## src/hw/rtl/u8rs_pkg.sv

```systemverilog
`timescale 1ns / 1ps
// ----------------------------------------------------------------------------
// u8rs_pkg
// Shared types, codes and constants of the UTF-8 replacement sanitizer.
// ----------------------------------------------------------------------------
package u8rs_pkg;

   // request codes
   localparam logic REQ_DATA  = 1'b0;
   localparam logic REQ_FLUSH = 1'b1;

   // replacement character U+FFFD
   localparam logic [7:0] REP_BYTE0 = 8'hEF;
   localparam logic [7:0] REP_BYTE1 = 8'hBF;
   localparam logic [7:0] REP_BYTE2 = 8'hBD;

   // lead and continuation ranges
   localparam logic [7:0] ASCII_LIMIT  = 8'h80;
   localparam logic [7:0] LEAD2_LO     = 8'hC2;
   localparam logic [7:0] LEAD2_HI     = 8'hDF;
   localparam logic [7:0] LEAD3_LO     = 8'hE0;
   localparam logic [7:0] LEAD3_HI     = 8'hEF;
   localparam logic [7:0] LEAD4_LO     = 8'hF0;
   localparam logic [7:0] LEAD4_HI     = 8'hF4;
   localparam logic [7:0] LEAD_E0      = 8'hE0;
   localparam logic [7:0] LEAD_ED      = 8'hED;
   localparam logic [7:0] LEAD_F0      = 8'hF0;
   localparam logic [7:0] LEAD_F4      = 8'hF4;
   localparam logic [7:0] CONT_A0      = 8'hA0;
   localparam logic [7:0] CONT_90      = 8'h90;
   localparam logic [7:0] CONT_MASK    = 8'hC0;
   localparam logic [7:0] CONT_TAG     = 8'h80;

   // default depth of the command queue
   localparam int QUEUE_DEPTH_DEF = 2;

   // input word
   typedef struct packed {
      logic       req_type;
      logic [7:0] in_byte;
   } req_word_type;

   // output word
   typedef struct packed {
      logic [7:0] out_byte;
      logic       is_replacement;
      logic       last;
   } rsp_word_type;

   // emission command: optional replacement, literal bytes, optional replacement
   typedef struct packed {
      logic            rep_first;
      logic [2:0]      lit_count;
      logic [3:0][7:0] lit;
      logic            rep_last;
   } cmd_type;

   // byte of the replacement sequence by position
   function automatic logic [7:0] rep_byte(input logic [1:0] idx);
      logic [7:0] r;
      case (idx)
         2'd0:    r = REP_BYTE0;
         2'd1:    r = REP_BYTE1;
         default: r = REP_BYTE2;
      endcase
      return r;
   endfunction

endpackage

```

## src/hw/rtl/u8rs_front.sv

```systemverilog
`timescale 1ns / 1ps
// ----------------------------------------------------------------------------
// u8rs_front
// Accepts input words, tracks the held partial sequence and turns each word
// into at most one emission command for the queue.
// ----------------------------------------------------------------------------
module u8rs_front (
   input  logic                  clock,
   input  logic                  reset,
   input  logic                  req_valid,
   output logic                  req_stall,
   input  u8rs_pkg::req_word_type req_word,
   input  logic                  queue_full,
   output logic                  push,
   output u8rs_pkg::cmd_type     push_cmd
);
   import u8rs_pkg::*;

   logic [1:0] count_ff, count_in;
   logic [2:0] exp_len_ff, exp_len_in;
   logic [7:0] pend_ff [3];
   logic       accept;
   logic       has_result;
   logic       wr_en;
   logic [1:0] wr_idx;
   logic [7:0] b;
   logic [2:0] lead_len;
   logic       is_ascii;
   logic       cont_ok;

   // length that a lead byte announces, zero when not a lead
   function automatic logic [2:0] get_lead_len(input logic [7:0] v);
      logic [2:0] l;
      if (v >= LEAD2_LO && v <= LEAD2_HI) l = 3'd2;
      else if (v >= LEAD3_LO && v <= LEAD3_HI) l = 3'd3;
      else if (v >= LEAD4_LO && v <= LEAD4_HI) l = 3'd4;
      else l = 3'd0;
      return l;
   endfunction

   assign b         = req_word.in_byte;
   assign req_stall = queue_full;
   assign accept    = req_valid && !queue_full;
   assign push      = accept && has_result;
   assign is_ascii  = (b < ASCII_LIMIT);
   assign lead_len  = get_lead_len(b);

   // does the byte continue the held sequence
   always_comb begin
      cont_ok = ((b & CONT_MASK) == CONT_TAG);
      if (count_ff == 2'd1) begin
         if (pend_ff[0] == LEAD_E0 && b <  CONT_A0) cont_ok = 1'b0;
         if (pend_ff[0] == LEAD_ED && b >= CONT_A0) cont_ok = 1'b0;
         if (pend_ff[0] == LEAD_F0 && b <  CONT_90) cont_ok = 1'b0;
         if (pend_ff[0] == LEAD_F4 && b >= CONT_90) cont_ok = 1'b0;
      end
   end

   // classify the word and build its command
   always_comb begin
      count_in   = count_ff;
      exp_len_in = exp_len_ff;
      has_result = 1'b0;
      push_cmd   = '0;
      wr_en      = 1'b0;
      wr_idx     = count_ff;
      if (req_word.req_type == REQ_FLUSH) begin
         if (count_ff != 2'd0) begin
            has_result         = 1'b1;
            push_cmd.rep_first = 1'b1;
         end
         count_in   = 2'd0;
         exp_len_in = 3'd0;
      end else if (count_ff != 2'd0 && cont_ok) begin
         if ({1'b0, count_ff} + 3'd1 == exp_len_ff) begin
            // sequence complete: release held bytes and this one
            has_result         = 1'b1;
            push_cmd.lit_count = {1'b0, count_ff} + 3'd1;
            push_cmd.lit[0]    = pend_ff[0];
            push_cmd.lit[1]    = (count_ff == 2'd1) ? b : pend_ff[1];
            push_cmd.lit[2]    = (count_ff == 2'd2) ? b : pend_ff[2];
            push_cmd.lit[3]    = b;
            count_in           = 2'd0;
            exp_len_in         = 3'd0;
         end else begin
            wr_en    = 1'b1;
            count_in = count_ff + 2'd1;
         end
      end else begin
         // broken hold gives one replacement, then the byte is taken fresh
         if (count_ff != 2'd0) begin
            has_result         = 1'b1;
            push_cmd.rep_first = 1'b1;
         end
         count_in   = 2'd0;
         exp_len_in = 3'd0;
         if (is_ascii) begin
            has_result         = 1'b1;
            push_cmd.lit_count = 3'd1;
            push_cmd.lit[0]    = b;
         end else if (lead_len != 3'd0) begin
            wr_en      = 1'b1;
            wr_idx     = 2'd0;
            count_in   = 2'd1;
            exp_len_in = lead_len;
         end else begin
            has_result = 1'b1;
            if (count_ff != 2'd0) push_cmd.rep_last = 1'b1;
            else push_cmd.rep_first = 1'b1;
         end
      end
   end

   // hold state
   always_ff @(posedge clock) begin
      if (reset) begin
         count_ff   <= 2'd0;
         exp_len_ff <= 3'd0;
      end else if (accept) begin
         count_ff   <= count_in;
         exp_len_ff <= exp_len_in;
      end
   end

   // held bytes
   always_ff @(posedge clock) begin
      if (accept && wr_en) begin
         pend_ff[wr_idx] <= b;
      end
   end

endmodule

```

## src/hw/rtl/u8rs_queue.sv

```systemverilog
`timescale 1ns / 1ps
// ----------------------------------------------------------------------------
// u8rs_queue
// Short command queue that decouples the classifier from the emitter.
// ----------------------------------------------------------------------------
module u8rs_queue #(
   parameter int DEPTH = u8rs_pkg::QUEUE_DEPTH_DEF
) (
   input  logic              clock,
   input  logic              reset,
   input  logic              push,
   input  u8rs_pkg::cmd_type push_cmd,
   input  logic              pop,
   output logic              full,
   output logic              empty,
   output u8rs_pkg::cmd_type head
);
   import u8rs_pkg::*;

   localparam int PTR_W = (DEPTH > 1) ? $clog2(DEPTH) : 1;
   localparam int CNT_W = $clog2(DEPTH + 1);
   localparam logic [PTR_W-1:0] PTR_LAST = PTR_W'(DEPTH - 1);
   localparam logic [CNT_W-1:0] CNT_FULL = CNT_W'(DEPTH);

   cmd_type          entry_ff [DEPTH];
   logic [PTR_W-1:0] wr_ptr_ff, wr_ptr_in;
   logic [PTR_W-1:0] rd_ptr_ff, rd_ptr_in;
   logic [CNT_W-1:0] count_ff, count_in;
   logic             do_push;
   logic             do_pop;

   assign full    = (count_ff == CNT_FULL);
   assign empty   = (count_ff == '0);
   assign do_push = push && !full;
   assign do_pop  = pop && !empty;
   assign head    = entry_ff[rd_ptr_ff];

   // pointer and fill count update
   always_comb begin
      wr_ptr_in = wr_ptr_ff;
      rd_ptr_in = rd_ptr_ff;
      count_in  = count_ff;
      if (do_push) wr_ptr_in = (wr_ptr_ff == PTR_LAST) ? '0 : wr_ptr_ff + 1'b1;
      if (do_pop)  rd_ptr_in = (rd_ptr_ff == PTR_LAST) ? '0 : rd_ptr_ff + 1'b1;
      if (do_push && !do_pop) count_in = count_ff + 1'b1;
      else if (do_pop && !do_push) count_in = count_ff - 1'b1;
   end

   always_ff @(posedge clock) begin
      if (reset) begin
         wr_ptr_ff <= '0;
         rd_ptr_ff <= '0;
         count_ff  <= '0;
      end else begin
         wr_ptr_ff <= wr_ptr_in;
         rd_ptr_ff <= rd_ptr_in;
         count_ff  <= count_in;
      end
   end

   // entry storage
   always_ff @(posedge clock) begin
      if (do_push) begin
         entry_ff[wr_ptr_ff] <= push_cmd;
      end
   end

endmodule

```

## src/hw/rtl/u8rs_back.sv

```systemverilog
`timescale 1ns / 1ps
// ----------------------------------------------------------------------------
// u8rs_back
// Expands the command at the queue head into output words, one per cycle
// while rsp_stall allows it, through a registered output stage.
// ----------------------------------------------------------------------------
module u8rs_back (
   input  logic                  clock,
   input  logic                  reset,
   input  logic                  head_valid,
   input  u8rs_pkg::cmd_type     head,
   output logic                  pop,
   output logic                  rsp_valid,
   input  logic                  rsp_stall,
   output u8rs_pkg::rsp_word_type rsp_word
);
   import u8rs_pkg::*;

   logic [2:0]   pos_ff, pos_in;
   logic         rsp_valid_ff, rsp_valid_in;
   rsp_word_type rsp_word_ff, rsp_word_in;
   logic         advance;
   logic [2:0]   rep1_len;
   logic [2:0]   lit_end;
   logic [3:0]   total;
   logic [2:0]   lit_off;
   logic [2:0]   rep2_off;
   logic         is_last;

   assign advance   = !rsp_valid_ff || !rsp_stall;
   assign rep1_len  = head.rep_first ? 3'd3 : 3'd0;
   assign lit_end   = rep1_len + head.lit_count;
   assign total     = {1'b0, lit_end} + (head.rep_last ? 4'd3 : 4'd0);
   assign lit_off   = pos_ff - rep1_len;
   assign rep2_off  = pos_ff - lit_end;
   assign is_last   = ({1'b0, pos_ff} + 4'd1 == total);
   assign pop       = head_valid && advance && is_last;
   assign rsp_valid = rsp_valid_ff;
   assign rsp_word  = rsp_word_ff;

   // pick the byte at the current position of the command
   always_comb begin
      rsp_word_in.last = is_last;
      if (pos_ff < rep1_len) begin
         rsp_word_in.out_byte       = rep_byte(pos_ff[1:0]);
         rsp_word_in.is_replacement = 1'b1;
      end else if (pos_ff < lit_end) begin
         rsp_word_in.out_byte       = head.lit[lit_off[1:0]];
         rsp_word_in.is_replacement = 1'b0;
      end else begin
         rsp_word_in.out_byte       = rep_byte(rep2_off[1:0]);
         rsp_word_in.is_replacement = 1'b1;
      end
   end

   // position and output valid
   always_comb begin
      pos_in       = pos_ff;
      rsp_valid_in = rsp_valid_ff;
      if (advance) begin
         rsp_valid_in = head_valid;
         if (head_valid) pos_in = is_last ? 3'd0 : pos_ff + 3'd1;
      end
   end

   always_ff @(posedge clock) begin
      if (reset) begin
         pos_ff       <= 3'd0;
         rsp_valid_ff <= 1'b0;
      end else begin
         pos_ff       <= pos_in;
         rsp_valid_ff <= rsp_valid_in;
      end
   end

   // output word register
   always_ff @(posedge clock) begin
      if (advance && head_valid) begin
         rsp_word_ff <= rsp_word_in;
      end
   end

endmodule

```

## src/hw/rtl/utf8_replacement_sanitizer_core.sv

```systemverilog
`timescale 1ns / 1ps
// ----------------------------------------------------------------------------
// utf8_replacement_sanitizer_core
// UTF-8 sanitizer: well-formed sequences pass, each maximal ill-formed
// subpart becomes EF BF BD.
// ----------------------------------------------------------------------------
// Usage:
//   req channel: one word per accepted item, a data byte or a final flush
//   (req_type). Accepted when req_valid is high and req_stall low.
//   rsp channel: one output byte per word, tagged is_replacement, with last
//   set on the final byte caused by an item. A partial sequence is held in
//   the front until it completes, breaks, or a flush arrives.
// Path: an accepted item goes into the command queue, and its first byte
//   reaches rsp from the output word register. Held bytes produce nothing.
// Throughput: one output byte per cycle while rsp_stall is low, set by the
//   emitter; an item that gives k bytes (k up to 6) keeps the emitter until
//   its last byte goes, and plain ASCII moves at one byte per cycle.
// The front and emitter are parted by a command queue of QUEUE_DEPTH
//   entries; req_stall rises only when that queue is full.
// Reset: clears the held sequence, the queue and the output valid.
// Receiver stall: the output word holds, the emitter waits, the queue fills
//   and then the input is stalled.
// ----------------------------------------------------------------------------
module utf8_replacement_sanitizer_core #(
   parameter int QUEUE_DEPTH = u8rs_pkg::QUEUE_DEPTH_DEF
) (
   input  logic                   clock,
   input  logic                   reset,
   input  logic                   req_valid,
   output logic                   req_stall,
   input  u8rs_pkg::req_word_type req_word,
   output logic                   rsp_valid,
   input  logic                   rsp_stall,
   output u8rs_pkg::rsp_word_type rsp_word
);
   import u8rs_pkg::*;

   logic    queue_full;
   logic    queue_empty;
   logic    push;
   logic    pop;
   cmd_type push_cmd;
   cmd_type head;

   // classifier front
   u8rs_front u_front (
      .clock      (clock),
      .reset      (reset),
      .req_valid  (req_valid),
      .req_stall  (req_stall),
      .req_word   (req_word),
      .queue_full (queue_full),
      .push       (push),
      .push_cmd   (push_cmd)
   );

   // command queue
   u8rs_queue #(
      .DEPTH (QUEUE_DEPTH)
   ) u_queue (
      .clock    (clock),
      .reset    (reset),
      .push     (push),
      .push_cmd (push_cmd),
      .pop      (pop),
      .full     (queue_full),
      .empty    (queue_empty),
      .head     (head)
   );

   // emitter back
   u8rs_back u_back (
      .clock      (clock),
      .reset      (reset),
      .head_valid (!queue_empty),
      .head       (head),
      .pop        (pop),
      .rsp_valid  (rsp_valid),
      .rsp_stall  (rsp_stall),
      .rsp_word   (rsp_word)
   );

endmodule

```

## config.mk

```make
export PLATFORM = sky130hd
export DESIGN_NAME = utf8_replacement_sanitizer_core
export DESIGN_NICKNAME = d
export VERILOG_FILES = /design/src/hw/rtl/u8rs_pkg.sv /design/src/hw/rtl/u8rs_front.sv /design/src/hw/rtl/u8rs_queue.sv /design/src/hw/rtl/u8rs_back.sv /design/src/hw/rtl/utf8_replacement_sanitizer_core.sv
export SDC_FILE = /design/constraint.sdc
export NUM_CORES = 1
export LEC_CHECK = 0
export ABC_AREA = 0
export BUFFER_PORTS_ARGS = -buffer_cell sky130_fd_sc_hd__buf_2
export CORE_ASPECT_RATIO = 1.4
export CORE_MARGIN = 4
export CORE_UTILIZATION = 25
export CTS_CLUSTER_SIZE = 12
export DETAILED_ROUTE_END_ITERATION = 7
export SLEW_MARGIN = 10
export SYNTH_ARGS = -nofsm -noshare
export SYNTH_HDL_FRONTEND = slang
export SYNTH_HIERARCHICAL = 1
export SYNTH_SLANG_ARGS = --single-unit
```

## constraint.sdc

```tcl
create_clock -name clock -period 7.1 [get_ports clock]
set_clock_uncertainty 0.05 [all_clocks]
set_input_delay 0.71 -clock clock [delete_from_list [all_inputs] [get_ports clock]]
set_output_delay 0.71 -clock clock [all_outputs]
set_load 0.05 [all_outputs]
```

==> out/metrics.sh, run 1 <==
STATUS='finished, final reports clean'
NET_SW_SHARE_PCT=25.7
CP_MAX_FO=37
MIN_PATH_TYPE='flop to flop'
CRITPATHARRIVALTIME_PS=4540
GLOBALROUTEOVERFLOWTOTAL=0
GRT_PASS1_WL_UM=17500
SYNTH_ENABLE_FLOP_CELLS=108
CLOCK_POWER_SHARE_PCT=41.3
TIMING_HOLD_VIOLATIONS_FINAL=0
CTS_BUFFERS=17
PRE_CTS_WS_PS=2840
DRC_ERRORS=0
CTS.CLK_SLEW.WORST_PATHS_PS=50
INITIAL_CORE_UTIL_PCT=25.4
POSTSYNTHCELLCOUNT=388
CRITPATHLAUNCHTYPE='flop'
DETAIL_ROUTE.ITER0.VIOLATIONS=193
LAYOUT_MIN_CYCLE_TIME_PS=4260
WORSTHOLDPATHCELLS=2
FMAX_GHz=0.235
NFILLCELLS=2221
DETAIL_ROUTE.WL_PER_CELL_UM=14.6
FIN_TNS_SETUP_PS=0
CTS_BUFFER_DEPTH=2
AREAGROWTHSYNTHTOFINISH_PCT=17.3
GRT_PASS1_VIAS=3500
VIA_COUNT=3227
MAX_CAP_VIOLATIONS=0
SLEW_VIOLATIONS=0
DETAILEDPLACEMENTHPWL_UM=7600
SEQCELLAREA_UM2=3520
TRITONCTS='done'
GRT_UTIL_ALL_LAYERS_PCT=8.89
TIMING_WORST_SLEW_PIN_VALUE_PS=966
ANTENNA_VIOLATIONS_BEFORE_REPAIR=0
LAYOUT-DRIVE-GT1-SHARE_PCT=29.3
MAPPEDNETLISTAREA_UM2=5720
DETAIL_ROUTE.WIRELENGTH_UM=10700
SYNTH_WARNINGS=6
CP.REQUIRED_PS=7380
POSTCTSHOLDBUFS=0
COMBPWRFRAC_PCT=14.8
CORE_AREA_UM2=22500
FIRST_PASS_ITERS=5
DIE_X_UM=136
FINALWEIGHTEDCONGESTION=0.773
LAYOUT.CELLS.MOST_COMMON='edfxtp_1'
SYNTH.FF_LATCH_COUNT=122
YS_DOMINANT_REG_CELL='edfxtp_1'
REG2REGPATHDEPTH=13
PATH_CLASS='flop to flop'
RESIZED_CELLS_POST_CTS=0
CTS-ROOT-BUF='clkbuf_16'
GRT_MAX_DEGREE=38
CLK_LATENCY_PS=400
CTS_SETUP_BUFFERS=0
PIN_COUNT=25
POWER.LEAKAGE_nW=2.23
FIN_NETS=452
FP.DIEAREA_UM2=25400
CLOCK-SINKS=122
AVGSYNTHCELLAREA_UM2=14.7
ANTENNA-DIODE-COUNT=0
MIN_PERIOD_OVER_PERIOD_PCT=60.1
PLACEMENT.IO_BUFFERS=24
RSZ_0062_RAISED_AFTER_GLOBAL_ROUTING='no'
CHIPHEIGHT_UM=187
POWER_PER_CELL_AREA_nW_PER_UM2=284
P_INT_mW=1.42
HTREE_NUM_LEVELS=4
SHARE_OF_POWER_BURNED_IN_REGISTERS_PCT=43.9
MAX_SLEW_MARGIN_PCT=35.6
VIASPERCELL=4.40
FINAL_CRITICAL_PATH_SETUP_SLACK_PS=2840
MOST-COMMON-LAYOUT-CELLS='108 x edfxtp_1, 37 x mux2_2, 29 x nor2_1'
AREA_OF_COMBINATIONAL_CELLS_WITH_MULTIPLE_INPUTS_UM2=2040
SYNTH_CELL_TYPES=63
VDD.IR_DROP.WORST_mV=0.167
SETUP_VIOL=0
SYNTH_SEQUENTIAL_AREA_RATIO_PCT=61.6
ANT_NETS=0
CRITICAL_PATH.ENDPOINT_TYPE='flop'
FP-ROW-COUNT=65
NETSWITCHINGPOWER_mW=0.490
SYN_NETS=420
ASYNC_SET_OR_RESET_FLOP_FRACTION_IN_THE_SYNTHESIZED_NETLIST_PCT=0
==> metrics by stage <==
step	utilization, %	hold slack, ps	instances	power (mW)	instance area, um^2
floorplan	-	393	388	1.07	5720
global placement	27.3	413	702	1.14	6160
detailed placement	27.3	429	702	1.14	6160
CTS	29.8	437	734	1.93	6710
global route	29.8	455	734	2.00	6710
finish	29.8	432	734	1.91	6710
==> worst paths after layout <==
path	slack (ps)	start	endpoint
max reg2reg	2840	flop	u_queue/count_ff[1]$_SDFFE_PP0P_
min	430	u_front/exp_len_ff[2]$_SDFFE_PP0P_	u_front/exp_len_ff[2]$_SDFFE_PP0P_
max	2840	flop	u_queue/count_ff[1]$_SDFFE_PP0P_
min reg2reg	430	u_front/exp_len_ff[2]$_SDFFE_PP0P_	u_front/exp_len_ff[2]$_SDFFE_PP0P_
==> synth_stat cells (5+ instances only) <==
cell type  count  area (um^2)
edfxtp_1     108         3240
mux2_2        37          417
nor2_1        29          109
ha_1          17          213
inv_1         17         63.8
mux2i_1       16          160
dfxtp_1       14          280
and3_1        10         62.6
a21oi_1        8         40.0
mux4_2         8          180
nand2_1        8         30.0
xor2_1         8         70.1
a22o_1         7         61.3
buf_4          7         52.6
or2_2          6         37.5
buf_2          5         25.0
o21ai_0        5         25.0
==> per-layer routing <==
| layer | routed length (um) | up-vias | share of wire (%) | track usage [%] |
|---|---|---|---|---|
| met2 | 5770 | 68 | 54 | 15.8 |
| met1 | 4150 | 1590 | 39 | 8.97 |
| met5 | 0 | - | 0 | 0 |
| li1 | - | 1536 | - | - |
| met4 | 442 | 0 | 4.1 | 5.31 |
| met3 | 365 | 33 | 3.4 | 2.72 |
==> flip-flops by register name (all words and copies together) (netlist names), named ones only <==
name                flops
u_queue/entry_ff       74
u_front/pend_ff        24
u_back/rsp_word        10
u_back/pos_ff           3
u_front/exp_len_ff      3
u_front/count_ff        2
u_queue/count_ff        2
u_back/rsp_valid        1
u_queue/rd_ptr_ff       1
u_queue/wr_ptr_ff       1
==> critical path, cell delays in order, from the launching register on <==
cell	delay (ps)
dfxtp_1	300
buf_4	400
mux2_2	440
ha_1	210
fa_1	560
fa_1	450
xnor2_1	180
nand2_1	110
nor4_4	310
and2_1	170
o21ai_0	140
ha_1	350
or3_1	350
a21oi_1	150
==> kinds of logic (layout without fill, tap and decap cells) <==
group	after synthesis	count (layout)	share of synthesized area (%)
buf+inv	34	79	2.93
fa+ha+maj	19	19	4.42
mux	61	61	13.2
other cells	1	1	0.0656
flops	122	122	61.6
xor+xnor	15	15	2.80
simple gates	84	84	8.14
compound gates	52	52	6.82
==> power by group through the flow <==
| stage | clock (mW) | combinational, mW | sequential (mW) |
|---|---|---|---|
| after global placement | 0 | 0.284 | 0.852 |
| after detailed placement | 0 | 0.289 | 0.853 |
| after global routing | 0.845 | 0.312 | 0.841 |
| after CTS | 0.805 | 0.290 | 0.838 |
| after floorplan | 0 | 0.186 | 0.888 |
| final | 0.787 | 0.282 | 0.838 |
==> final cells by class <==
cell class / instances / share of cell area (%)
Clock inverter: 14 / 1.81
Timing Repair Buffer: 29 / 2.35
Inverter: 18 / 1.01
Clock buffer: 18 / 6.39
Tap cell: 301 / 5.61
Sequential cell: 122 / 52.5
Multi-Input combinational cell: 232 / 30.3
Note: power is estimated with default switching activity, not from simulation.
==> run 2, diff against run 1 <==
Clock period 7.1 ns to 4.31 ns, I/O delays scaled along.
==> run 2 against run 1 <==
Against the previous run:
- power rose by 65%
- combinational power increased by 67%
- utilization grew 0.089 points
- critical path type unchanged
==> out/metrics.sh, run 2 (synthesis results as in run 1) <==
DPL.CELL_COUNT=705  # was 702
FIRST_PASS_ITERS=5  # unchanged
CP.REQUIRED_PS=4590  # was 7380 ps
CTS_SETUP_BUFFERS=0  # unchanged
PLACEDINSTANCEAREA_UM2=6180  # was 6160 um^2
AREAGROWTHSYNTHTOFINISH_PCT=17.7  # was 17.3%
DRC_ERRORS=0  # unchanged
PIN_COUNT=25  # unchanged
FP.DIEAREA_UM2=25400  # unchanged
SLEW_VIOLATIONS=0  # unchanged
CHIPHEIGHT_UM=187  # unchanged
TIMING_HOLD_VIOLATIONS_FINAL=0  # unchanged
CRITPATHARRIVALTIME_PS=4160  # was 4540 ps
RESIZED_CELLS_POST_CTS=0  # unchanged
MAX_SLEW_MARGIN_PCT=37.5  # was 35.6%
FMAX_GHz=0.258  # was 0.235 GHz
INSTANCES_NO_FILL=736  # was 734
CTS_BUFFER_DEPTH=2  # unchanged
CP_MAX_FO=5  # was 37
SEQCELLAREA_UM2=3520  # unchanged
LAYOUT-DRIVE-GT1-SHARE_PCT=29.9  # was 29.3%
ROUTED-WL-MET2_UM=5990  # was 5770 um
AREA_OF_COMBINATIONAL_CELLS_WITH_MULTIPLE_INPUTS_UM2=2040  # unchanged
DETAIL_ROUTE.ITER0.VIOLATIONS=246  # was 193
POWER.LEAKAGE_nW=2.24  # was 2.23 nW
TIMING.REG2REG.SETUP_SLACK_PS=430  # was 2840 ps
MIN_PATH_TYPE='primary input to flop'  # was flop to flop
LARGEST-REGISTER='u_queue/entry_ff'  # unchanged
LAYOUT_MIN_CYCLE_TIME_PS=3880  # was 4260 ps
TIMING_WORST_SLEW_PIN_VALUE_PS=938  # was 966 ps
CTS.CLK_SLEW.WORST_PATHS_PS=50  # about the same
VDD.IR_DROP.WORST_mV=0.205  # was 0.167 mV
MET3ROUTEDLENGTH_UM=341  # was 365 um
GLOBALROUTEOVERFLOWTOTAL=0  # unchanged
POWER_PER_CELL_AREA_nW_PER_UM2=468  # was 284 nW/um^2
GRT_UTIL_ALL_LAYERS_PCT=8.94  # was 8.89%
ANTENNA_VIOLATIONS_BEFORE_REPAIR=0  # unchanged
CLK_LATENCY_PS=410  # was 400 ps
PRE_CTS_WS_PS=417  # was 2840 ps
POST-LAYOUT-TOTAL-POWER_mW=3.15  # was 1.91 mW
MOST-COMMON-LAYOUT-CELLS='108 x edfxtp_1, 37 x mux2_2, 29 x nor2_1'  # unchanged
MIN_PERIOD_OVER_PERIOD_PCT=90.0  # was 60.1%
INITIAL_CORE_UTIL_PCT=25.4  # unchanged
MAX_CAP_VIOLATIONS=0  # unchanged
FINAL_CRITICAL_PATH_SETUP_SLACK_PS=430  # was 2840 ps
LAYOUT.CELLS.MOST_COMMON='edfxtp_1'  # unchanged
STATUS='finished, final reports clean'  # unchanged
HTREE_NUM_LEVELS=4  # unchanged
CRITICAL_PATH.ENDPOINT_TYPE='flop'  # unchanged
CLOCK-SINKS=122  # unchanged
DIE_X_UM=136  # unchanged
GRT_PASS1_VIAS=3415  # was 3500
FIN_NETS=455  # was 452
CTS_BUFFERS=17  # unchanged
ANTENNA-DIODE-COUNT=0  # unchanged
CRITPATHLAUNCHTYPE='flop'  # unchanged
SETUP_VIOL=0  # unchanged
LAYOUT.CELL_AREA.NON_FILLER_UM2=6730  # was 6710 um^2
VIASPERCELL=4.33  # was 4.40
PLACEMENT.IO_BUFFERS=24  # unchanged
GRT_MAX_DEGREE=38  # unchanged
POSTCTSHOLDBUFS=0  # unchanged
DETAIL_ROUTE.WIRELENGTH.MET1_UM=4100  # was 4150 um
HIGHEST_SIGNAL_LAYER_IN_THE_ROUTED_DESIGN='met4'  # unchanged
RSZ_0062_RAISED_AFTER_GLOBAL_ROUTING='no'  # unchanged
DETAIL_ROUTE.WIRELENGTH_UM=10700  # about the same
DETAIL_ROUTE.WL_PER_CELL_UM=14.5  # was 14.6 um
ANT_NETS=0  # unchanged
DETAILEDPLACEMENTHPWL_UM=7680  # was 7600 um
VIA_COUNT=3187  # was 3227
FINALWEIGHTEDCONGESTION=0.772  # was 0.773
NFILLCELLS=2244  # was 2221
TRITONCTS='done'  # unchanged
CORE_AREA_UM2=22500  # unchanged
GRT_PASS1_WL_UM=17700  # was 17500 um
PATH_CLASS='flop to flop'  # unchanged
LARGEST_REGISTER_FF_COUNT=74  # unchanged
FP-ROW-COUNT=65  # unchanged
CTS-ROOT-BUF='clkbuf_16'  # unchanged
FIN_TNS_SETUP_PS=0  # unchanged
run 2: changes by cell type in the layout (fill, tap and decap cells not counted):
cell,previous run,this run
buf_4,5,8
clkinvlp_4,2,4
clkbuf_1,1,0
clkinv_2,4,3
inv_6,4,3
run 2: per-layer routing:
layer  vias to the layer above  GRT usage (%)
met5                         -              0
met4                         0           4.19
met3                        15           2.42
met2                        54           16.4
met1                      1574           9.28
li1                       1544              -
run 2: worst paths after layout:
check,to,cells after the start,from
setup / recovery,u_queue/count_ff[1]$_SDFFE_PP0P_,12,flop
hold / removal,u_back/rsp_valid$_SDFFE_PP0N_,3,rsp_stall
setup reg to reg,u_queue/count_ff[1]$_SDFFE_PP0P_,12,flop
hold reg to reg,u_front/exp_len_ff[2]$_SDFFE_PP0P_,2,u_front/exp_len_ff[2]$_SDFFE_PP0P_
run 2: report_power, final:
group / internal, mW / total, mW / leakage (nW) / switching (mW)
clock: 0.788 / 1.30 / 0.259 / 0.509
combinational: 0.189 / 0.471 / 0.921 / 0.282
sequential: 1.36 / 1.38 / 1.06 / 0.0244
run 2: through the flow:
step / utilization (%) / hold slack (ps)
2_1_floorplan: - / 393
3_3_place_gp: 27.4 / 412
3_5_place_dp: 27.4 / 422
4_1_cts: 29.9 / 225
5_1_grt: 29.9 / 248
6_report: 29.9 / 235
run 2: area by class of cell:
| type | count | area share [%] |
|---|---|---|
| clock buffers | 17 | 6.32 |
| clock inverters | 14 | 1.82 |
| inverters | 18 | 1.00 |
| multi-input cells | 232 | 30.2 |
| flip-flops and latches | 122 | 52.3 |
| well taps | 301 | 5.59 |
| repair buffers | 32 | 2.68 |
run 2: critical path, cell delays in order, from the launching register on:
cell and delay [ps]:
dfxtp_1 380, mux2_2 400, ha_1 200, fa_1 490, fa_1 430, xnor3_1 220
xor2_1 190, nor4_4 240, and2_1 170, o21ai_0 140, ha_1 350, or3_1 370
a21oi_1 170
